### src/hw/rtl/stream_mode_finder_unit_assert.svh
// ----------------------------------------------------------------------------
// stream mode finder assertion macros
// shared concurrent assertion forms, all reset-qualified
// ----------------------------------------------------------------------------
`ifndef STREAM_MODE_FINDER_UNIT_ASSERT_SVH
`define STREAM_MODE_FINDER_UNIT_ASSERT_SVH

// condition must hold at every edge out of reset
`define SMF_ASSERT_ALWAYS(label, clk, rst, cond, msg) \
  label: assert property (@(posedge clk) disable iff (rst) (cond)) else $error(msg);

// consequent must hold in the same cycle as the antecedent
`define SMF_ASSERT_IMPLY(label, clk, rst, ante, cons, msg) \
  label: assert property (@(posedge clk) disable iff (rst) (ante) |-> (cons)) else $error(msg);

// consequent must hold in the cycle after the antecedent
`define SMF_ASSERT_NEXT(label, clk, rst, ante, cons, msg) \
  label: assert property (@(posedge clk) disable iff (rst) (ante) |=> (cons)) else $error(msg);

`endif

### src/hw/rtl/smf_pkg.sv
// ----------------------------------------------------------------------------
// smf_pkg
// widths, queue sizing and shared types of the stream mode finder
// ----------------------------------------------------------------------------
`default_nettype none

package smf_pkg;

  localparam int VALUE_W     = 14;
  localparam int COUNT_W     = 17;
  localparam int COUNT_MAX   = 131071;
  localparam int QUEUE_DEPTH = 4;
  localparam int QPTR_W      = 2;
  localparam int QCNT_W      = 3;

  // classified word passed from front to back
  typedef struct packed {
    logic [VALUE_W-1:0] value;
    logic               in_range;
    logic               last;
  } cls_word_t;

  // queue fill status
  typedef struct packed {
    logic full;
    logic empty;
  } q_status_t;

endpackage

`default_nettype wire

### src/hw/rtl/smf_in_if.sv
// ----------------------------------------------------------------------------
// smf_in_if
// sample channel: valid/ready handshake with one data set element per word
// ----------------------------------------------------------------------------
`default_nettype none

interface smf_in_if;
  import smf_pkg::*;

  logic               valid;
  logic               ready;
  logic [VALUE_W-1:0] sample_value;
  logic               last_item;

  modport source (output valid, output sample_value, output last_item, input ready);
  modport sink   (input valid, input sample_value, input last_item, output ready);

endinterface

`default_nettype wire

### src/hw/rtl/smf_front.sv
// ----------------------------------------------------------------------------
// smf_front
// accepts sample words, classifies them against the value range and
// hands them to the queue through a single register stage
// ----------------------------------------------------------------------------
`default_nettype none

module smf_front #(
  parameter int VALUE_RANGE = 16384
) (
  input  wire                  clk,
  input  wire                  rst,
  smf_in_if.sink               in_ch,
  input  wire                  clearing,
  input  smf_pkg::q_status_t   q_stat,
  output logic                 push,
  output smf_pkg::cls_word_t   push_word
);
  import smf_pkg::*;

  logic      f_valid;
  cls_word_t f_word;
  logic      take;
  logic      in_range;

  // hold off while the histogram sweep runs or the stage cannot drain
  assign in_ch.ready = !clearing && (!f_valid || !q_stat.full);
  assign take        = in_ch.valid && in_ch.ready;
  assign push        = f_valid && !q_stat.full;
  assign push_word   = f_word;

  // values at or above the range are carried but not counted
  assign in_range = (32'(in_ch.sample_value) < 32'(VALUE_RANGE));

  // classify stage
  always_ff @(posedge clk) begin
    if (rst) begin
      f_valid <= 1'b0;
    end else if (take) begin
      f_valid <= 1'b1;
    end else if (push) begin
      f_valid <= 1'b0;
    end
  end

  always_ff @(posedge clk) begin
    if (take) begin
      f_word.value    <= in_ch.sample_value;
      f_word.in_range <= in_range;
      f_word.last     <= in_ch.last_item;
    end
  end

endmodule

`default_nettype wire

### src/flat_wrapper.sv
// flat-port wrapper written by rule: the top's interface ports become plain ports
module smf_front_flat import smf_pkg::*;
#(
  parameter int VALUE_RANGE = 16384
)
  (clk, rst, clearing, q_stat, push, push_word, in_ch_valid, in_ch_sample_value, in_ch_last_item, in_ch_ready);
  smf_in_if in_ch_i ();
  input  wire clk;
  input  wire rst;
  input  wire clearing;
  input  smf_pkg::q_status_t q_stat;
  output logic push;
  output smf_pkg::cls_word_t push_word;
  input wire logic [$bits(in_ch_i.valid)-1:0] in_ch_valid;
  input wire logic [$bits(in_ch_i.sample_value)-1:0] in_ch_sample_value;
  input wire logic [$bits(in_ch_i.last_item)-1:0] in_ch_last_item;
  output wire logic [$bits(in_ch_i.ready)-1:0] in_ch_ready;
  assign in_ch_i.valid = in_ch_valid;
  assign in_ch_i.sample_value = in_ch_sample_value;
  assign in_ch_i.last_item = in_ch_last_item;
  assign in_ch_ready = in_ch_i.ready;
  smf_front #(.VALUE_RANGE(VALUE_RANGE)) u_core (.clk(clk), .rst(rst), .in_ch(in_ch_i), .clearing(clearing), .q_stat(q_stat), .push(push), .push_word(push_word));
endmodule
### config.mk
export PLATFORM = sky130hd
export DESIGN_NAME = smf_front_flat
export DESIGN_NICKNAME = d
export VERILOG_FILES = /design/src/hw/rtl/stream_mode_finder_unit_assert.svh /design/src/hw/rtl/smf_pkg.sv /design/src/hw/rtl/smf_in_if.sv /design/src/hw/rtl/smf_front.sv /design/src/flat_wrapper.sv
export SDC_FILE = /design/constraint.sdc
export NUM_CORES = 1
export LEC_CHECK = 0
export BUFFER_PORTS_ARGS = -buffer_cell sky130_fd_sc_hd__buf_2
export CORE_UTILIZATION = 29
export CTS_CLUSTER_SIZE = 12
export DETAILED_ROUTE_END_ITERATION = 7
export SYNTH_ARGS = -nofsm -noshare
export SYNTH_HDL_FRONTEND = slang
export SYNTH_SLANG_ARGS = --single-unit
### constraint.sdc
create_clock -name clk -period 1.6 [get_ports clk]
set_input_delay 0.08 -clock clk [delete_from_list [all_inputs] [get_ports clk]]
set_output_delay 0.08 -clock clk [all_outputs]
set_load 0.05 [all_outputs]
==> results by stage, run 1 <==
Logic synthesis:
- The Yosys step of the flow raised 0 warnings.
- The synthesized design spends more area on one cell type than any other, namely edfxtp_1.
- The proportion of synthesized chip area in sequential cells is 0.897.
- The synthesized-area fraction occupied by and/or/nand/nor cells is 0.0453.
- The compound-cell area share of the yosys netlist is 0.0358.
- By area the synthesized netlist is led by edfxtp_1 (86%), dfxtp_1 (3.8%), nand2b_4 (2.6%), a21oi_1 (1.9%), a21oi_2 (1.7%).
- The synthesized netlist net count is 45.
- The netlist area before placement is 524 um^2.
- After synthesis, the mean cell area works out to 21.8 um^2.
- The flip-flop and latch count after synthesis is 16.
- Of the total synthesized cell area, the portion taken by XOR and XNOR cells is 0.
- The count of unique library cells instantiated by Yosys is 9.
- The portion of synthesized cell area occupied by the leading cell type is 0.859.
- By area, the combinational part of the netlist is dominated by simple AND/OR/NAND/NOR gates.
- The post-synthesis adder-cell area fraction is 0.
- The cell count after synthesis is 24.
- After synthesis, the share of cell area in mux cells is 0.

Timing:
- Setup violations remaining at the end of the flow were counted as 0.
- The fmax is 894 MHz.
- After routing, the total negative slack on setup checks comes to 0 ns.
- Setup repair after global routing left no endpoint under its margin.
- The final count of pins violating max slew is 0.
- Between clock sinks in the finished design, the worst skew comes to 0.00688 ns.
- The post-route minimum period is 1.12 ns.
- Of the available clock period, the critical path in the final layout requires 0.699.
- The tightest hold path in the finished design has a slack of 0.0758 ns.
- The final count of hold timing violations is 0.

Die:
- The core region is 1590 um^2.
- For this configuration, the core starts out at a cell density of 0.329.
- In this run the core area contains 14 standard-cell rows.
- The I/O pin total is 39.
- The chip width is 44.5 um.
- The die is 44.5 um tall.
- The die area is 1980 um^2.

Routing:
- The via density per instance is 3.80.
- The count of antenna-violating nets left after detailed routing is 0.
- The detail-routed net length per standard cell is 9.63 um.
- The detailed router placed 395 vias in this run.
- After detailed routing, the number of remaining DRC violations is 0.
- The DRC marker count from the first detailed-route iteration is 1.
- The number of optimization iterations in the first detailed-route pass is 2.
- The total detailed-routing wirelength is 1.00 mm.

Clock tree:
- Clock tree synthesis selected as its root buffer the cell clkbuf_4.
- In this run, CTS created clock tree buffers numbering 3.
- The depth of the CTS H-tree is 1.
- The clock insertion delay at the later pin of the skew report is 0.27 ns.
- The post-cts gate resize count is 0.
- The quantity of hold-fixing buffers added after cts is 16.
- The clock transition at the register clock pins on the worst setup and hold paths after CTS is 0.08 ns.
- The longest clock path from root to sink contains 2 buffers.
- In this run the post-CTS setup repair buffer count came out at 0.
- The TritonCTS clock tree is yes.
- Counting every sink on the clock net gives 16.

Critical path:
- The start point of the critical path is u_core.f_valid.
- The startpoint kind of the worst setup timing path is a flop.
- The endpoint identified for the worst register-to-register timing path is u_core.push_word[11].
- The biggest fanout along the worst timing path is 4.
- The startpoint identified for the worst register-to-register timing path is u_core.f_valid.
- At the worst endpoint, the arrival time is 1.04 ns.
- The maximum cell stage delay along the critical path is 0.37 ns.
- The worst setup path is captured at an output pin.
- The critical path ends at push.
- The data required time at the worst endpoint is 1.52 ns.
- The internal reg-to-reg setup slack is 0.60 ns.
- The type of the worst setup path is flop to output pin.
- The slowest stage of the critical path is the dfxtp_1 cell.
- On the critical path the largest part of the delay comes from flip-flops.
- The buffer and inverter count on the worst path is 1.
- The depth of the worst register-to-register path is 2.
- The signal on the critical path passes through nor2b_1 -> buf_2.
- Counting buffers and inverters, the worst setup path is 2 cells deep.

Finish:
- The most frequent standard cell in the layout excluding fill and tap cells is buf_2.
- The fraction of final layout cells with drive strength greater than 1 is 0.525.
- From synthesis to final layout, the design area changed by 75.7%.
- The top cell types in the final layout, fill and taps aside, are buf_2 (36), dlygate4sd3_1 (16), edfxtp_1 (15), clkbuf_4 (3), a21oi_1 (2).
- The number of diodes is 0.
- The net count of the finished layout is 102.

Global routing:
- The pin count of the biggest net entering global routing is 16.
- Across every metal layer, demand over resource in global routing totals 0.106.
- The number of antenna violations at the first check in global routing is 0.
- The first global-routing pass estimated 1.54 mm of wire.
- The via count of the first global-routing pass is 361.
- The leftover overflow at the end of global routing is 0.

Power:
- VDD sags by at most 0.379 mV.
- The leakage power is 0.398 nW.
- The total power density per cell area is 916 nW/um^2.

Worst hold path:
- The path class of the tightest hold or removal check is primary input to flop.

Status:
- The run finished with clean final reports.

Job:
- Across the run, the number of max-cap violations was 0.

Place:
- During placement, the flow inserted port buffers numbering 36.
- The weighted congestion at the end of routability-driven global placement is 0.623.
[worst min path at each step]
stage / from / to / slack [ns] / cells past startpoint
2_1_floorplan: rst / u_core.f_valid / 0.14 / 1
3_3_place_gp: rst / u_core.f_valid / 0.24 / 2
3_5_place_dp: rst / u_core.f_valid / 0.24 / 2
4_1_cts: in_ch_valid / u_core.f_valid / 0.06 / 3
5_1_grt: in_ch_valid / u_core.f_valid / 0.07 / 3
6_report: in_ch_valid / u_core.f_valid / 0.08 / 3
[worst min-delay path, cell delays in order]
cell and delay (ns):
buf_2 0.11, nand2b_4 0.07, a21oi_2 0.05
[metal layers]
metal	vias up	global-route usage	part of all wire	wire [um]
li1	200	-	-	-
met1	179	0.132	0.41	411
met2	16	0.185	0.52	521
met3	0	0.0286	0.069	69
met4	0	0.0182	0	0
met5	-	0	0	0
[Yosys cell counts]
library cell  instances
buf_4                 1
a21oi_2               1
nand2_1               1
dfxtp_1               1
a21oi_1               2
edfxtp_1             15
conb_1                1
nor2b_1               1
nand2b_4              1
[power breakdown]
group	total (mW)	internal [mW]	switching, mW
clock	0.205	0.0963	0.109
sequential	0.483	0.478	0.00425
combinational	0.156	0.0592	0.0968
[final cells by class]
| class | instances | area (um^2) |
|---|---|---|
| multi-input cells | 7 | 46.3 |
| flip-flops and latches | 16 | 470 |
| well taps | 24 | 30.0 |
| clock buffers | 4 | 26.3 |
| repair buffers | 53 | 348 |
| fillers | 129 | 673 |
[state kept, by name, summed over array words and instances, names as in the netlist]
signal	count
u_core.push_word	15
u_core.f_valid	1
[metrics by stage]
| stage | std cells | worst slack (ns) | instance area [um^2] | total power, mW | util |
|---|---|---|---|---|---|
| 2_1_floorplan | 24 | 0.116 | 524 | 0.578 | - |
| 3_3_place_gp | 84 | 0.606 | 734 | 0.617 | 0.461 |
| 3_5_place_dp | 84 | 0.610 | 734 | 0.618 | 0.461 |
| 4_1_cts | 104 | 0.465 | 921 | 0.858 | 0.578 |
| 5_1_grt | 104 | 0.397 | 921 | 0.883 | 0.578 |
| 6_report | 104 | 0.481 | 921 | 0.844 | 0.578 |
[cells by family after synthesis]
kind of cell / Yosys count
flops: 16
compound gates: 3
simple gates: 3
buf+inv: 1
other cells: 1
Power figures use the tool's default switching activity.
==> inputs of run 2 (changes only) <==
==> constraint.sdc (replaced) <==
create_clock -name clk -period 0.9 [get_ports clk]
set_input_delay 0.045 -clock clk [delete_from_list [all_inputs] [get_ports clk]]
set_output_delay 0.045 -clock clk [all_outputs]
set_load 0.05 [all_outputs]
==> run 2 against run 1 <==
- the flow now finishes with violations (setup timing)
- clock-buffer cell count fell by 1
- clock power rose by 85%
- via count rose by 10%
- sequential share of layout area fell by 7.9 points
- core utilization rose by 11 points
- hold slack got worse by 0.041 ns
- first-iteration DRC count rose to 4.0 times the previous value
- total power rose by 89%
- clock skew rose by 0.0021 ns
- non-clock buffer count rose by 3
- largest cell class is now buffers
- largest power group unchanged
- highest routed layer is now met4
==> results by stage, run 2 (same netlist as run 1, synthesis figures left out) <==
Critical path:
- The internal reg-to-reg setup slack is -0.17 ns (-0.77 ns).
- The startpoint of the lowest-slack register-to-register path is u_core.f_valid.
- The worst setup path is launched from a flop.
- The arrival time at the worst endpoint was 1.07 ns (+0.03 ns).
- The type of the worst setup path is flop to flop.
- The signal on the critical path passes through buf_4 -> a21oi_4 -> buf_6.
- The buffer and inverter count on the worst path is 2 (+1).
- The maximum cell stage delay along the critical path is 0.33 ns (-0.04 ns).
- The data required time at the worst endpoint is 0.90 ns (-0.62 ns).
- The worst register-to-register path ends at u_core.push_word[11].
- The depth of the worst register-to-register path is 3 (+1).
- The endpoint kind of the worst setup timing path is a flop.
- The biggest fanout along the worst timing path was 8 (+4).
- The library cell contributing the largest single delay on the critical path is dfxtp_2.
- The kind of cell with the highest combined delay along the critical path is flip-flops.

Die:
- The initial standard-cell utilization of the core is 0.329 (unchanged).
- The chip width is 44.5 um (unchanged).
- The die extent in y was 44.5 um (unchanged).
- The placement row count is 14 (unchanged).
- The I/O pin total is 39 (unchanged).
- The placeable core region is 1590 um^2 (unchanged).
- The die area is 1980 um^2 (unchanged).

Clock tree:
- The clock insertion delay at the later pin of the skew report is 0.29 ns (+0.02 ns).
- The clock transition at the register clock pins on the worst setup and hold paths after CTS was 0.08 ns (about the same).
- The TritonCTS clock tree is yes.
- The depth of the CTS H-tree came to 1 (unchanged).
- The number of buffers on the longest clock path is 2 (unchanged).
- The tree is rooted in a clkbuf_4.
- The total number of clock tree sinks is 16 (unchanged).
- The TritonCTS buffer count came to 3 (unchanged).

Place:
- The weighted congestion at the end of routability-driven global placement came to 0.618 (-0.79%).
- The setup slack after placement is -0.0421 ns (-0.652 ns).
- The quantity of I/O buffers inserted on ports is 36 (unchanged).
- The HPWL after detailed placement is 689 um.
- The total placed cells including tap cells came to 86 (+2.4%).

Timing:
- The final count of hold timing violations is 0 (unchanged).
- The setup TNS is -2.66 ns (-2.66 ns).
- The fmax is 938 MHz.
- The largest clock skew in the final design is 0.00903 ns (+0.00214 ns).
- The final count of pins violating max slew is 0 (unchanged).
- In the finished design, the share of the clock period the worst path needs comes to 1.18.
- Setup repair after global routing could not meet its margin everywhere.
- The number of setup violations in the final report is 20 (+20).
- Counting I/O delays and the setup requirement, the final critical path takes 1.07 ns.
- The post-layout worst setup margin is -0.166 ns (-0.647 ns).

Routing:
- The top metal layer carrying routed signals is met4.
- The post-route met1 wirelength was 425 um (+3.4%).
- The remaining routing DRC violations came to 0 (unchanged).
- The number of optimization iterations in the first detailed-route pass is 3 (+1).
- The via count of the routed design is 436 (+10%).
- The met3 wirelength from detailed routing came to 79 um (+14%).
- The DRC marker count from the first detailed-route iteration is 4 (+3).
- The detail-routed net length per standard cell is 11.3 um (+17%).
- The total detailed-routing wirelength came to 1.20 mm (+20%).
- The via density per instance came to 4.07 (+7.3%).
- The total met2 wirelength after detailed routing is 663 um (+27%).
- The count of antenna-violating nets left after detailed routing is 0 (unchanged).

Worst hold path:
- For hold timing, the worst endpoint is u_core.f_valid.
- In this run the most critical hold path is launched from in_ch_valid.
- The path class of the tightest hold or removal check is primary input to flop.
- The worst hold path stage count is 3 (unchanged).

Finish:
- The final non-filler cell total is 107 (+2.9%).
- The fraction of final layout cells with drive strength greater than 1 came to 0.590 (+0.0654).
- The flip-flop count of the largest register, all copies and words added is 15 (unchanged).
- The footprint of the flip-flops and latches is 472 um^2 (+0.27%).
- Relative to the synthesized area, the layout overhead comes to 108%.
- The post-layout net count is 105 (+2.9%).
- The number of filler instances in the final layout is 124 (-3.9%).
- The most frequent standard cell in the layout excluding fill and tap cells is buf_6.
- In the layout the commonest cells are buf_6 (20), buf_2 (19), dlygate4sd3_1 (16), edfxtp_1 (15), clkbuf_4 (3).
- The post-layout utilization of the core is 0.685 (+0.108).
- The multi-input logic area is 76.3 um^2 (+65%).
- The number of diodes is 0 (unchanged).

Power:
- The total power density per cell area is 1460 nW/um^2 (+60%).
- The leakage power was 0.457 nW (+15%).
- The maximum resistive drop on vdd was 0.734 mV (+94%).
- The overall power is 1.60 mW (+89%).

Status:
- The final reports fail on setup timing.
- The flow ran to the end, but the final reports show violations.

Global routing:
- The global-route usage over all layers is 0.146 (+0.0408).
- The number of antenna violations at the first check in global routing is 0 (unchanged).
- The first-pass GRT wire length is 1.87 mm (+22%).
- The pin count of the biggest net entering global routing is 10 (-6).
- The leftover overflow at the end of global routing was 0 (unchanged).
- The via count of the first global-routing pass was 413 (+14%).

Job:
- The count of maximum capacitance violations is 0 (unchanged).
-- run 2: changes by cell type in the layout (fill, tap and decap cells not counted), moves of 2 or more --
cell     delta
a21oi_4     +2
buf_6      +20
a21oi_1     -2
buf_2      -17
-- run 2: per-layer routing --
layer  up-vias  GRT usage
li1        205          -
met1       203      0.154
met3         4     0.0408
met2        24      0.238
met5         -          0
met4         0      0.127
-- run 2: through the flow --
stage	cell area [um^2]	hold slack, ns
detailed placement	768	0.207
floorplan	543	0.100
CTS	1060	0.0294
global route	1090	0.0286
global placement	768	0.204
finish	1090	0.0347
-- run 2: repair_timing --
item | 4_1_cts | 5_1_grt
setup endpoints to repair | 32 | 32
buffers inserted | 1 | 0
pin swaps | 2 | 2
hold buffers | 16 | 0
endpoints found under the hold margin | 16 | 0
resized for setup | 31 | 8
-- run 2: final cells by class --
type | count | area share
well taps | 24 | 0.0275
clock inverters | 1 | 0.00344
multi-input cells | 7 | 0.0699
flip-flops and latches | 16 | 0.432
repair buffers | 56 | 0.447
clock buffers | 3 | 0.0206
-- run 2: report_power, final --
part	total [mW]	switching [mW]	internal [mW]
combinational	0.350	0.188	0.162
sequential	0.866	0.0144	0.852
clock	0.380	0.219	0.161
total	1.60	0.422	1.18
-- run 2: worst max-delay path by stage --
stage	end	from	slack, ns	cells after the start
floorplan	u_core.push_word[0]	u_core.f_valid	-0.12	1
global placement	u_core.push_word[2]	u_core.f_valid	-0.03	2
detailed placement	u_core.push_word[9]	u_core.f_valid	-0.04	2
CTS	in_ch_ready	u_core.f_valid	-0.18	3
global route	push	u_core.f_valid	-0.21	3
finish	u_core.push_word[11]	u_core.f_valid	-0.17	3
-- run 2: worst min-delay path: cells and delay by family --
kind / cells / cell delay, ns
and+or+nand+nor: 1 / 0.08
AOI/OAI and AO/OA: 1 / 0.05
buffers and inverters: 1 / 0.11
