$ cat config.mk
export PLATFORM = sky130hd
export DESIGN_NAME = smf_queue
export DESIGN_NICKNAME = d
export VERILOG_FILES = /design/src/hw/rtl/smf_pkg.sv /design/src/hw/rtl/smf_queue.sv
export VERILOG_INCLUDE_DIRS = /design/src /design/src/hw/rtl
export SDC_FILE = /design/constraint.sdc
export NUM_CORES = 1
export LEC_CHECK = 0
export BUFFER_PORTS_ARGS = -buffer_cell sky130_fd_sc_hd__buf_2
export CAP_MARGIN = 10
export CELL_PAD_IN_SITES_DETAIL_PLACEMENT = 0
export CELL_PAD_IN_SITES_GLOBAL_PLACEMENT = 1
export CORE_MARGIN = 4
export CORE_UTILIZATION = 48
export DETAILED_ROUTE_END_ITERATION = 10
export GPL_TIMING_DRIVEN = 0
export PLACE_DENSITY = 0.76
export SYNTH_ARGS = -nofsm -noshare
export SYNTH_HDL_FRONTEND = slang
export SYNTH_SLANG_ARGS = --single-unit
$ cat constraint.sdc
create_clock -name clk -period 1.7 [get_ports clk]
set_input_delay 0.255 -clock clk [delete_from_list [all_inputs] [get_ports clk]]
set_output_delay 0.255 -clock clk [all_outputs]
set_load 0.02 [all_outputs]
$ cat src/hw/rtl/stream_mode_finder_unit_assert.svh
// ----------------------------------------------------------------------------
// stream mode finder assertion macros
// shared concurrent assertion forms, all reset-qualified
// ----------------------------------------------------------------------------
`ifndef STREAM_MODE_FINDER_UNIT_ASSERT_SVH
`define STREAM_MODE_FINDER_UNIT_ASSERT_SVH

// condition must hold at every edge out of reset
`define SMF_ASSERT_ALWAYS(label, clk, rst, cond, msg) \
  label: assert property (@(posedge clk) disable iff (rst) (cond)) else $error(msg);

// consequent must hold in the same cycle as the antecedent
`define SMF_ASSERT_IMPLY(label, clk, rst, ante, cons, msg) \
  label: assert property (@(posedge clk) disable iff (rst) (ante) |-> (cons)) else $error(msg);

// consequent must hold in the cycle after the antecedent
`define SMF_ASSERT_NEXT(label, clk, rst, ante, cons, msg) \
  label: assert property (@(posedge clk) disable iff (rst) (ante) |=> (cons)) else $error(msg);

`endif

$ cat src/hw/rtl/smf_pkg.sv
// ----------------------------------------------------------------------------
// smf_pkg
// widths, queue sizing and shared types of the stream mode finder
// ----------------------------------------------------------------------------
`default_nettype none

package smf_pkg;

  localparam int VALUE_W     = 14;
  localparam int COUNT_W     = 17;
  localparam int COUNT_MAX   = 131071;
  localparam int QUEUE_DEPTH = 4;
  localparam int QPTR_W      = 2;
  localparam int QCNT_W      = 3;

  // classified word passed from front to back
  typedef struct packed {
    logic [VALUE_W-1:0] value;
    logic               in_range;
    logic               last;
  } cls_word_t;

  // queue fill status
  typedef struct packed {
    logic full;
    logic empty;
  } q_status_t;

endpackage

`default_nettype wire

$ cat src/hw/rtl/smf_queue.sv
// ----------------------------------------------------------------------------
// smf_queue
// small flop fifo decoupling the classify front from the histogram back
// ----------------------------------------------------------------------------
`default_nettype none

`include "stream_mode_finder_unit_assert.svh"

module smf_queue (
  input  wire                  clk,
  input  wire                  rst,
  input  wire                  push,
  input  smf_pkg::cls_word_t   push_word,
  input  wire                  pop,
  output smf_pkg::cls_word_t   q_word,
  output smf_pkg::q_status_t   q_stat
);
  import smf_pkg::*;

  cls_word_t         slots [QUEUE_DEPTH];
  logic [QPTR_W-1:0] wr_ptr;
  logic [QPTR_W-1:0] rd_ptr;
  logic [QCNT_W-1:0] cnt;

  assign q_word       = slots[rd_ptr];
  assign q_stat.full  = (cnt == QCNT_W'(QUEUE_DEPTH));
  assign q_stat.empty = (cnt == '0);

  // storage
  always_ff @(posedge clk) begin
    if (push) begin
      slots[wr_ptr] <= push_word;
    end
  end

  // pointers and fill count
  always_ff @(posedge clk) begin
    if (rst) begin
      wr_ptr <= '0;
      rd_ptr <= '0;
      cnt    <= '0;
    end else begin
      if (push) begin
        wr_ptr <= wr_ptr + 1'b1;
      end
      if (pop) begin
        rd_ptr <= rd_ptr + 1'b1;
      end
      case ({push, pop})
        2'b10:   cnt <= cnt + 1'b1;
        2'b01:   cnt <= cnt - 1'b1;
        default: cnt <= cnt;
      endcase
    end
  end

  `SMF_ASSERT_IMPLY(a_push_not_full, clk, rst, push, !q_stat.full, "push into full queue")
  `SMF_ASSERT_IMPLY(a_pop_not_empty, clk, rst, pop, !q_stat.empty, "pop from empty queue")

endmodule

`default_nettype wire

==> key figures, run 1 <==
Clock tree
  – TritonCTS clock tree: yes
  – Worst-Skew Late Latency: 0.33 ns
  – Clock Path Buffers: 2
  – CTS H-tree depth: 3
  – Clock Tree Root: clkbuf_8
  – Clock sinks: 73
  – Clk slew on worst S/H paths: 0.07 ns
  – CTS Buf Count: 9

Worst setup path
  – CP Capture Type: output pin
  – Maximum fanout along the worst path: 5
  – Slowest CP cell: mux4_2
  – CP startpoint kind: flop
  – R2r worst-path depth: 5
  – Worst EP arrival: 1.59 ns
  – Worst path required time: 1.44 ns
  – CP most frequent cell: buf_6
  – R2r setup slk: 0.08 ns
  – Crit-path cells: buf_6 -> buf_12 -> mux4_2 -> buf_6
  – Reg2reg end: cnt[2]
  – Reg2Reg Launch Point: cnt[0]
  – Setup CP Type: flop to output pin
  – Largest stage delay, worst path: 0.53 ns

Finish
  – Final Core Density: 60.00%
  – Fin area: 3344 um2
  – P&R area growth vs syn: 20.30%
  – # diodes: 0
  – Fin nets: 207
  – Share of cells above drive strength 1: 40.86%

STA
  – Min Clock Period, post-route: 1.847 ns
  – Slew @ Worst Pin: 0.4527 ns
  – Fmax: 541.5 MHz
  – Fin. Hold Viols: 0
  – Final setup fails: 16
  – Max-slew headroom: 69.82%
  – RSZ-0062 raised after global routing: true
  – Layout Skew: 0.007639 ns
  – Period utilization: 108.6%
  – Max-slew violations: 0
  – Final worst slack: -0.1466 ns
  – Setup TNS: -1.837 ns
  – Hold_ws: 0.1401 ns

Drt
  – Drt wl/cell: 18.26 um
  – Post-DR vias/cell: 5.186
  – DR pass1 iterations: 4
  – Wirelength, routed: 4710 um
  – Drt drc: 0
  – Total number of vias: 1338
  – Final ANT Viol Nets: 0
  – Initial DRC count: 86

Power and ir drop
  – Leak: 1.185 nW
  – PD cells: 1117 nW/um2
  – Sw Pwr: 0.8805 mW
  – Pwr Total: 3.735 mW
  – Maximum vdd drop: 545.0 uV
  – Sequential share of power: 55.8%
  – Switching Share: 23.57%
  – Clock network fraction of total power: 28.6%
  – Combinational power share: 15.5%
  – Pint: 2.855 mW

Global route
  – Largest net degree at the start of global routing: 17
  – First-pass GRT wire length: 7686 um
  – Initial antenna violation count: 0
  – GRT Total Usage: 14.81%
  – Vias in the first global route: 1473
  – GRT Residual Overflow: 0

Yosys
  – Synth warn: 0
  – Mapped Nets: 157
  – Avg Synthesized Cell Area: 21.22 um2
  – Synthesized area: 2780 um2
  – Post-synthesis sequential area ratio: 75.61%
  – Post-Synthesis Cells: 131
  – Distinct cells, synth: 22
  – FF+latch count, synth: 73

Floorplan
  – Core area: 5574 um2
  – Initial Util: 49.88%
  – Chip width: 84.11 um
  – I/O pins: 38
  – Die height: 84.11 um
  – Die ar.: 7074 um2
  – Rows: 27

Run
  – Max Cap Violations: 0

Hold path
  – Endpoint, Worst Hold: slots[1][15]
  – Worst hold path startpoint: push_word[15]
  – Worst hold stages: 1
  – Worst Hold Class: input port to flop

Placement
  – RD Place Congestion: 0.6953
  – PortBufs: 36
  – Post-detail-place hpwl: 3153 um
  – DP Area: 3050 um2

Status
  – Failing checks: setup timing
  – Status: finished with violations
==> cell usage in the layout (no fill, tap or decap), drive strengths merged <==
| master | n |
|---|---|
| edfxtp | 64 |
| buf | 43 |
| mux4 | 16 |
| clkbuf | 12 |
| dfxtp | 9 |
| nor2 | 8 |
| inv | 6 |
| ha | 5 |
| clkinv | 5 |
| and2 | 4 |
| xor2 | 3 |
| xnor2 | 2 |
| a21oi | 2 |
| nor3 | 1 |
| and3 | 1 |
| nand2 | 1 |
| mux2i | 1 |
| o21ai | 1 |
| or3 | 1 |
| fa | 1 |
==> registers in the layout, indices dropped and copies added, names as in the netlist, named ones only <==
signal and flops:
cnt 3, rd_ptr 2, slots 64, wr_ptr 2
==> cells in the mapped netlist, drive strengths merged <==
master / instances / area (um2)
buf: 4 / 41.29
fa: 1 / 20.02
o21ai: 1 / 5.000
ha: 5 / 62.56
mux2i: 1 / 10.01
nor3: 1 / 5.000
edfxtp: 64 / 1922
nand2: 1 / 3.750
dfxtp: 9 / 180.2
clkbuf: 1 / 3.750
xnor2: 2 / 17.52
and2: 4 / 25.02
xor2: 3 / 26.28
mux4: 16 / 382.9
a21oi: 2 / 10.01
nor2: 8 / 30.03
and3: 1 / 6.260
or3: 1 / 6.260
inv: 6 / 22.52
==> cell type report <==
type,count,area (um2)
Fill cell,418,2230
Clock buffer,11,131.4
Inverter,6,22.52
Clock inverter,5,22.52
Tap cell,72,90.09
Sequential cell,73,2103
Multi-Input combinational cell,47,593.1
Timing Repair Buffer,39,330.3
Buffer,5,51.30
==> logic make-up (layout without fill, tap and decap cells) <==
group	count (synthesis)	count (layout)	synth area share [%]
mux	17	17	14.13
simple gates	16	16	2.745
compound gates	3	3	0.5399
fa+ha+maj	6	6	2.970
xor+xnor	5	5	1.575
flops	73	73	75.61
buf+inv	11	66	2.430
==> critical path, delay by kind of cell, from the launching register on <==
kind | cells | cell delay [ns]
buf+inv | 3 | 0.41
flops | 1 | 0.32
mux | 1 | 0.53
==> power groups by stage <==
stage	sequential, mW	clock, mW	combinational, mW
after global routing	2.09	1.19	0.627
after detailed placement	2.12	0	0.472
after floorplan	2.11	0	0.322
after CTS	2.09	1.10	0.591
final	2.09	1.07	0.581
after global placement	2.11	0	0.454
==> stage by stage <==
step / instances / worst slack, ns
final: 258 / -0.1466
after detailed placement: 239 / -0.1008
after CTS: 258 / -0.1761
after floorplan: 131 / 0.1963
after global routing: 258 / -0.2045
after global placement: 239 / -0.004119
==> routing by layer <==
layer	vias up	GRT usage, %	wire length [um]
met1	675	16.89	1745
met3	6	5.133	275
li1	613	-	-
met5	-	0	0
met2	44	25.61	2633
met4	0	5.702	55
==> timing repair <==
action	in CTS	in global routing
endpoints found under the setup margin	16	80
hold buffers	0	0
setup buffers	2	0
hold endpoints to repair	0	0
gates resized for setup	44	4
cloned	1	0
==> how the worst max path moves through the flow <==
stage / from / end / slack [ns] / depth (start not counted)
2_1_floorplan: push / cnt[2] / 0.20 / 7
3_3_place_gp: push / cnt[2] / -0.004 / 8
3_5_place_dp: push / cnt[2] / -0.10 / 8
4_1_cts: flop / q_word[6] / -0.18 / 4
5_1_grt: flop / q_word[6] / -0.20 / 4
6_report: flop / q_word[6] / -0.15 / 4
(Power assumes the default switching activity.)
==> run 2: changes to the inputs <==
Settings changed: BUFFER_PORTS_ARGS -buffer_cell sky130_fd_sc_hd__buf_2 to -buffer_cell sky130_fd_sc_hd__clkbuf_2.
==> key figures, run 2 (synthesis gave the netlist of run 1 again) <==
Power and ir drop
  – Maximum vdd drop: 603.9 uV (+11%)
  – Leak: 1.231 nW (+3.9%)
  – Sw Pwr: 0.9516 mW (+8.1%)
  – PD cells: 1239 nW/um2 (+11%)
  – Switching Share: 22.22% (-1.4 points)
  – Clock network fraction of total power: 37.3% (+8.7 points)
  – Sequential share of power: 48.6% (-7.2 points)
  – Combinational power share: 14.1% (-1.4 points)
  – Pwr Total: 4.282 mW (+15%)
  – Pint: 3.330 mW (+17%)

STA
  – Max-slew violations: 0 (unchanged)
  – Fmax: 535.0 MHz (-1.2%)
  – Min Clock Period, post-route: 1.869 ns (+0.02241 ns)
  – Slew @ Worst Pin: 0.4459 ns (-0.006786 ns)
  – Hold_ws: 0.1336 ns (-0.006501 ns)
  – Final worst slack: -0.1690 ns (-0.02241 ns)
  – RSZ-0062 raised after global routing: true
  – Fin. Hold Viols: 0 (unchanged)
  – Layout Skew: 0.007426 ns (-0.0002125 ns)
  – Final setup fails: 16 (unchanged)
  – Period utilization: 109.9% (+1.3 points)
  – Max-slew headroom: 70.27% (+0.45 points)

Finish
  – Share of cells above drive strength 1: 43.01% (+2.2 points)
  – Fill count: 408 (-2.4%)
  – P&R area growth vs syn: 24.35%
  – Most common cell after layout, fill and taps aside: edfxtp_1
  – Multi-input gate area: 593.1 um2 (unchanged)
  – Most frequent cells in the layout: 64 x edfxtp_1, 21 x clkbuf_2, 16 x mux4_2
  – Fin nets: 207 (unchanged)
  – # diodes: 0 (unchanged)
  – Top reg by flops: slots
  – Max reg flops: 64 (unchanged)
  – FF+latch area: 2103 um2 (unchanged)
  – Largest regs: slots: 64 flops, cnt: 3 flops

Worst setup path
  – Largest stage delay, worst path: 0.54 ns (about the same)
  – Reg2Reg Launch Point: cnt[0]
  – Worst Path Buf+Inv: 3 (unchanged)
  – R2r worst-path depth: 5 (unchanged)
  – Worst EP arrival: 1.61 ns (+0.02 ns)
  – Crit-path cells: buf_6 -> buf_12 -> mux4_2 -> buf_8
  – Slowest CP cell: mux4_2
  – Maximum fanout along the worst path: 5 (unchanged)
  – Setup CP Type: flop to output pin
  – CP startpoint kind: flop
  – R2r setup slk: 0.11 ns (+0.03 ns)
  – CP Capture Type: output pin
  – Reg2reg end: cnt[2]
  – Cell family with most CP delay: multiplexers
  – Worst path required time: 1.44 ns (about the same)

Drt
  – Post-DR vias/cell: 5.136 (-0.97%)
  – Total number of vias: 1325 (-0.97%)
  – Top routing layer used: met4
  – Drt drc: 0 (unchanged)
  – Wirelength, routed: 4569 um (-3.0%)
  – Metal2 WL: 2540 um (-3.5%)
  – Drt wl/cell: 17.71 um (-3.0%)
  – DR pass1 iterations: 4 (unchanged)
  – Initial DRC count: 112 (+30%)
  – Routed metal-1 wirelength: 1746 um (about the same)
  – Final ANT Viol Nets: 0 (unchanged)
  – Met3 Routed Length: 190 um (-31%)

Status
  – Status: finished with violations
  – Failing checks: setup timing

Global route
  – GRT Residual Overflow: 0 (unchanged)
  – Initial antenna violation count: 0 (unchanged)
  – Vias in the first global route: 1470 (-0.20%)
  – GRT Total Usage: 14.23% (-0.58 points)
  – First-pass GRT wire length: 7424 um (-3.4%)
  – Largest net degree at the start of global routing: 17 (unchanged)

Floorplan
  – Die ar.: 7074 um2 (unchanged)
  – Core area: 5574 um2 (unchanged)
  – I/O pins: 38 (unchanged)
  – Initial Util: 49.88% (unchanged)
  – Rows: 27 (unchanged)
  – Die height: 84.11 um (unchanged)
  – Chip width: 84.11 um (unchanged)

Clock tree
  – Worst-Skew Late Latency: 0.34 ns (about the same)
  – Clock sinks: 73 (unchanged)
  – Post-CTS Hold Fix Bufs: 0 (unchanged)
  – CTS H-tree depth: 3 (unchanged)
  – Clk slew on worst S/H paths: 0.08 ns (about the same)
  – CTS Buf Count: 9 (unchanged)
  – TritonCTS clock tree: yes
  – Clock Path Buffers: 2 (unchanged)
  – Clock Tree Root: clkbuf_8

Placement
  – PortBufs: 36 (unchanged)
  – Post-detail-place hpwl: 3015 um (-4.4%)
  – RD Place Congestion: 0.6315 (-9.2%)

Run
  – Max Cap Violations: 0 (unchanged)

Hold path
  – Worst hold path startpoint: push_word[5]
  – Endpoint, Worst Hold: slots[1][5]
  – Worst Hold Class: input port to flop
  – Worst hold stages: 1 (unchanged)
[run 2: cell count changes in the layout (fill, tap and decap cells not counted), sizes merged]
cell,previous run,this run
bufinv,0,3
clkbuf,12,31
clkinv,5,2
buf,43,22
clkinvlp,0,2
[run 2: worst max path at each step]
stage | endpoint | cells after the start | slack (ns)
floorplan | cnt[2] | 7 | 0.20
global placement | cnt[2] | 8 | -0.01
detailed placement | cnt[2] | 8 | -0.08
CTS | q_word[6] | 4 | -0.19
global route | q_word[6] | 4 | -0.22
finish | q_word[6] | 4 | -0.17
[run 2: area by class of cell]
cell class / instances / share of cell area, %
Clock inverter: 7 / 3.438
Clock buffer: 9 / 3.583
Multi-Input combinational cell: 47 / 17.16
Sequential cell: 73 / 60.84
Timing Repair Buffer: 39 / 10.24
Buffer: 5 / 1.484
Tap cell: 72 / 2.606
Inverter: 6 / 0.6515
[run 2: metrics by stage]
stage | util, % | TNS (ns) | setup slack (ns) | cell area [um2] | cells
2_1_floorplan | - | 0 | 0.1963 | 2780 | 131
3_3_place_gp | 54.73 | -0.01391 | -0.01391 | 3050 | 239
3_5_place_dp | 54.73 | -0.08118 | -0.08118 | 3050 | 239
4_1_cts | 60.97 | -2.529 | -0.1932 | 3398 | 258
5_1_grt | 62.02 | -2.970 | -0.2224 | 3457 | 258
6_report | 62.02 | -2.118 | -0.1690 | 3457 | 258
[run 2: worst reg2reg max path: cells and delay by family, from the launching register on]
family,cells,cell delay (ns)
flip-flops,1,0.38
adder cells (fa/ha/maj),1,0.44
AND/OR/NAND/NOR,1,0.32
buffers and inverters,1,0.09
AO/OA/AOI/OAI,1,0.14
XOR/XNOR,1,0.16
[run 2: power by group through the flow]
stage / combinational, mW / sequential (mW) / clock [mW]
finish: 0.604 / 2.08 / 1.60
global route: 0.647 / 2.09 / 1.70
CTS: 0.560 / 2.08 / 1.62
detailed placement: 0.475 / 2.12 / 0
global placement: 0.456 / 2.11 / 0
floorplan: 0.322 / 2.11 / 0
[run 2: repair_timing]
| item | 4_1_cts | 5_1_grt |
|---|---|---|
| setup endpoints to repair | 16 | 69 |
| gates resized for setup | 28 | 33 |
| gates cloned | 1 | 0 |
| buffers inserted | 2 | 0 |
[run 2: layer usage]
metal / vias to the layer above / track usage, %
li1: 613 / -
met1: 671 / 15.32
met2: 35 / 24.75
met3: 6 / 3.850
met4: 0 / 8.772
met5: - / 0
==> run 3: changes to the inputs <==
Settings changed: CORE_UTILIZATION 48 to 51, CTS_BUF_LIST set to sky130_fd_sc_hd__clkbuf_8, PLACE_DENSITY 0.76 to 0.86.
==> key figures, run 3 (synthesis gave the netlist of run 1 again) <==
Finish
  – Most frequent cells in the layout: 64 x edfxtp_1, 20 x clkbuf_2, 16 x mux4_2
  – Fill count: 382 (-6.4%)
  – Fin cells: 256 (-0.78%)
  – Max reg flops: 64 (unchanged)
  – Largest regs: slots: 64 flops, cnt: 3 flops
  – P&R area growth vs syn: 21.15%
  – Fin nets: 207 (unchanged)
  – Top reg by flops: slots
  – Share of cells above drive strength 1: 40.86% (-2.2 points)
  – # diodes: 0 (unchanged)
  – Fin area: 3368 um2 (-2.6%)
  – Final Core Density: 64.71% (+2.7 points)
  – Most common cell after layout, fill and taps aside: edfxtp_1

Clock tree
  – CTS H-tree depth: 3 (unchanged)
  – Worst-Skew Late Latency: 0.34 ns (about the same)
  – Clk slew on worst S/H paths: 0.07 ns (about the same)
  – Clock Path Buffers: 2 (unchanged)
  – Clock Tree Root: clkbuf_8
  – Post-CTS Hold Fix Bufs: 0 (unchanged)
  – Clock sinks: 73 (unchanged)
  – TritonCTS clock tree: yes
  – CTS Buf Count: 9 (unchanged)

Placement
  – DP Area: 3048 um2 (about the same)
  – RD Place Congestion: 0.6963 (+10%)
  – Placed Cells incl. Taps: 237 (-0.84%)
  – DP Worst Slack: -0.09600 ns (-0.01482 ns)
  – PortBufs: 36 (unchanged)
  – Post-detail-place hpwl: 3074 um (+1.9%)

STA
  – Hold_ws: 0.1360 ns (+0.002401 ns)
  – Final setup fails: 16 (unchanged)
  – Period utilization: 110.1% (+0.15 points)
  – Layout Skew: 0.006601 ns (-0.0008253 ns)
  – Max-slew headroom: 70.08% (-0.20 points)
  – Final worst slack: -0.1715 ns (-0.002523 ns)
  – Max-slew violations: 0 (unchanged)
  – RSZ-0062 raised after global routing: true
  – Fin. Hold Viols: 0 (unchanged)
  – Setup TNS: -2.388 ns (-0.2702 ns)
  – Min Clock Period, post-route: 1.872 ns (+0.002523 ns)
  – Slew @ Worst Pin: 0.4489 ns (+0.002951 ns)
  – Fmax: 534.3 MHz (-0.13%)

Floorplan
  – Rows: 26 (-3.7%)
  – Die height: 81.83 um (-2.7%)
  – Chip width: 81.83 um (-2.7%)
  – Die ar.: 6696 um2 (-5.3%)
  – I/O pins: 38 (unchanged)
  – Core area: 5205 um2 (-6.6%)
  – Initial Util: 53.41% (+3.5 points)

Drt
  – Total number of vias: 1341 (+1.2%)
  – DR pass1 iterations: 4 (unchanged)
  – Drt wl/cell: 18.46 um (+4.2%)
  – Wirelength, routed: 4725 um (+3.4%)
  – Drt drc: 0 (unchanged)
  – Initial DRC count: 89 (-21%)
  – Post-DR vias/cell: 5.238 (+2.0%)
  – Final ANT Viol Nets: 0 (unchanged)

Worst setup path
  – Crit-path cells: buf_6 -> buf_12 -> mux4_2 -> buf_8
  – Worst EP arrival: 1.62 ns (about the same)
  – Worst path required time: 1.44 ns (about the same)
  – Maximum fanout along the worst path: 5 (unchanged)
  – CP startpoint kind: flop
  – Slowest CP cell: mux4_2
  – CP Capture Type: output pin
  – Largest stage delay, worst path: 0.53 ns (about the same)
  – Setup CP Type: flop to output pin

Global route
  – Largest net degree at the start of global routing: 17 (unchanged)
  – Initial antenna violation count: 0 (unchanged)
  – Vias in the first global route: 1450 (-1.4%)
  – GRT Total Usage: 15.70% (+1.5 points)
  – First-pass GRT wire length: 7210 um (-2.9%)
  – GRT Residual Overflow: 0 (unchanged)

Hold path
  – Worst Hold Class: input port to flop

Power and ir drop
  – PD cells: 1120 nW/um2 (-9.6%)
  – Maximum vdd drop: 753.3 uV (+25%)
  – Pwr Total: 3.773 mW (-12%)
  – Leak: 1.207 nW (-2.0%)

Status
  – Failing checks: setup timing
  – Status: finished with violations

Run
  – Max Cap Violations: 0 (unchanged)
[run 3: changes by cell type in the layout (fill, tap and decap cells not counted), sizes merged]
cell	previous run	this run
buf	22	23
bufinv	3	0
clkbuf	31	30
clkinv	2	5
clkinvlp	2	0
inv	6	8
[run 3: where the power goes]
part           internal (mW)  total [mW]  leakage (nW)  switching [mW]
combinational          0.311       0.610         0.454           0.299
clock                  0.500        1.08        0.0902           0.579
sequential              2.05        2.08         0.662          0.0343
[run 3: final timing paths]
path	to	start	slack, ns	depth (start not counted)
worst max register to register	cnt[2]	cnt[0]	0.14	5
worst min-delay path	slots[1][5]	push_word[5]	0.14	1
worst max-delay path	q_word[0]	flop	-0.17	4
worst min register to register	cnt[2]	cnt[2]	0.50	2
[run 3: area by class of cell]
cell class / instances / area (um2) / share of cell area (%)
Inverter: 6 / 22.52 / 0.6686
Multi-Input combinational cell: 47 / 593.1 / 17.61
Clock buffer: 9 / 123.9 / 3.678
Clock inverter: 7 / 30.03 / 0.8915
Buffer: 5 / 47.55 / 1.412
Tap cell: 70 / 87.58 / 2.600
Sequential cell: 73 / 2103 / 62.44
Timing Repair Buffer: 39 / 360.3 / 10.70
[run 3: what timing repair did]
item / 4_1_cts / 5_1_grt
cloned: 1 / 0
setup buffers: 2 / 0
hold endpoints to repair: 0 / 0
endpoints found under the setup margin: 16 / 78
resized for setup: 26 / 37
[run 3: worst max-delay path: cells and delay by family, from the launching register on]
family / cells / cell delay [ns]
mux: 1 / 0.53
buf+inv: 3 / 0.42
flops: 1 / 0.33
[run 3: per-layer routing]
metal	GRT usage (%)	wire (um)	up-vias
li1	-	-	619
met1	19.17	1860	672
met2	25.61	2492	41
met3	3.399	249	9
met4	9.468	123	0
met5	0	0	-
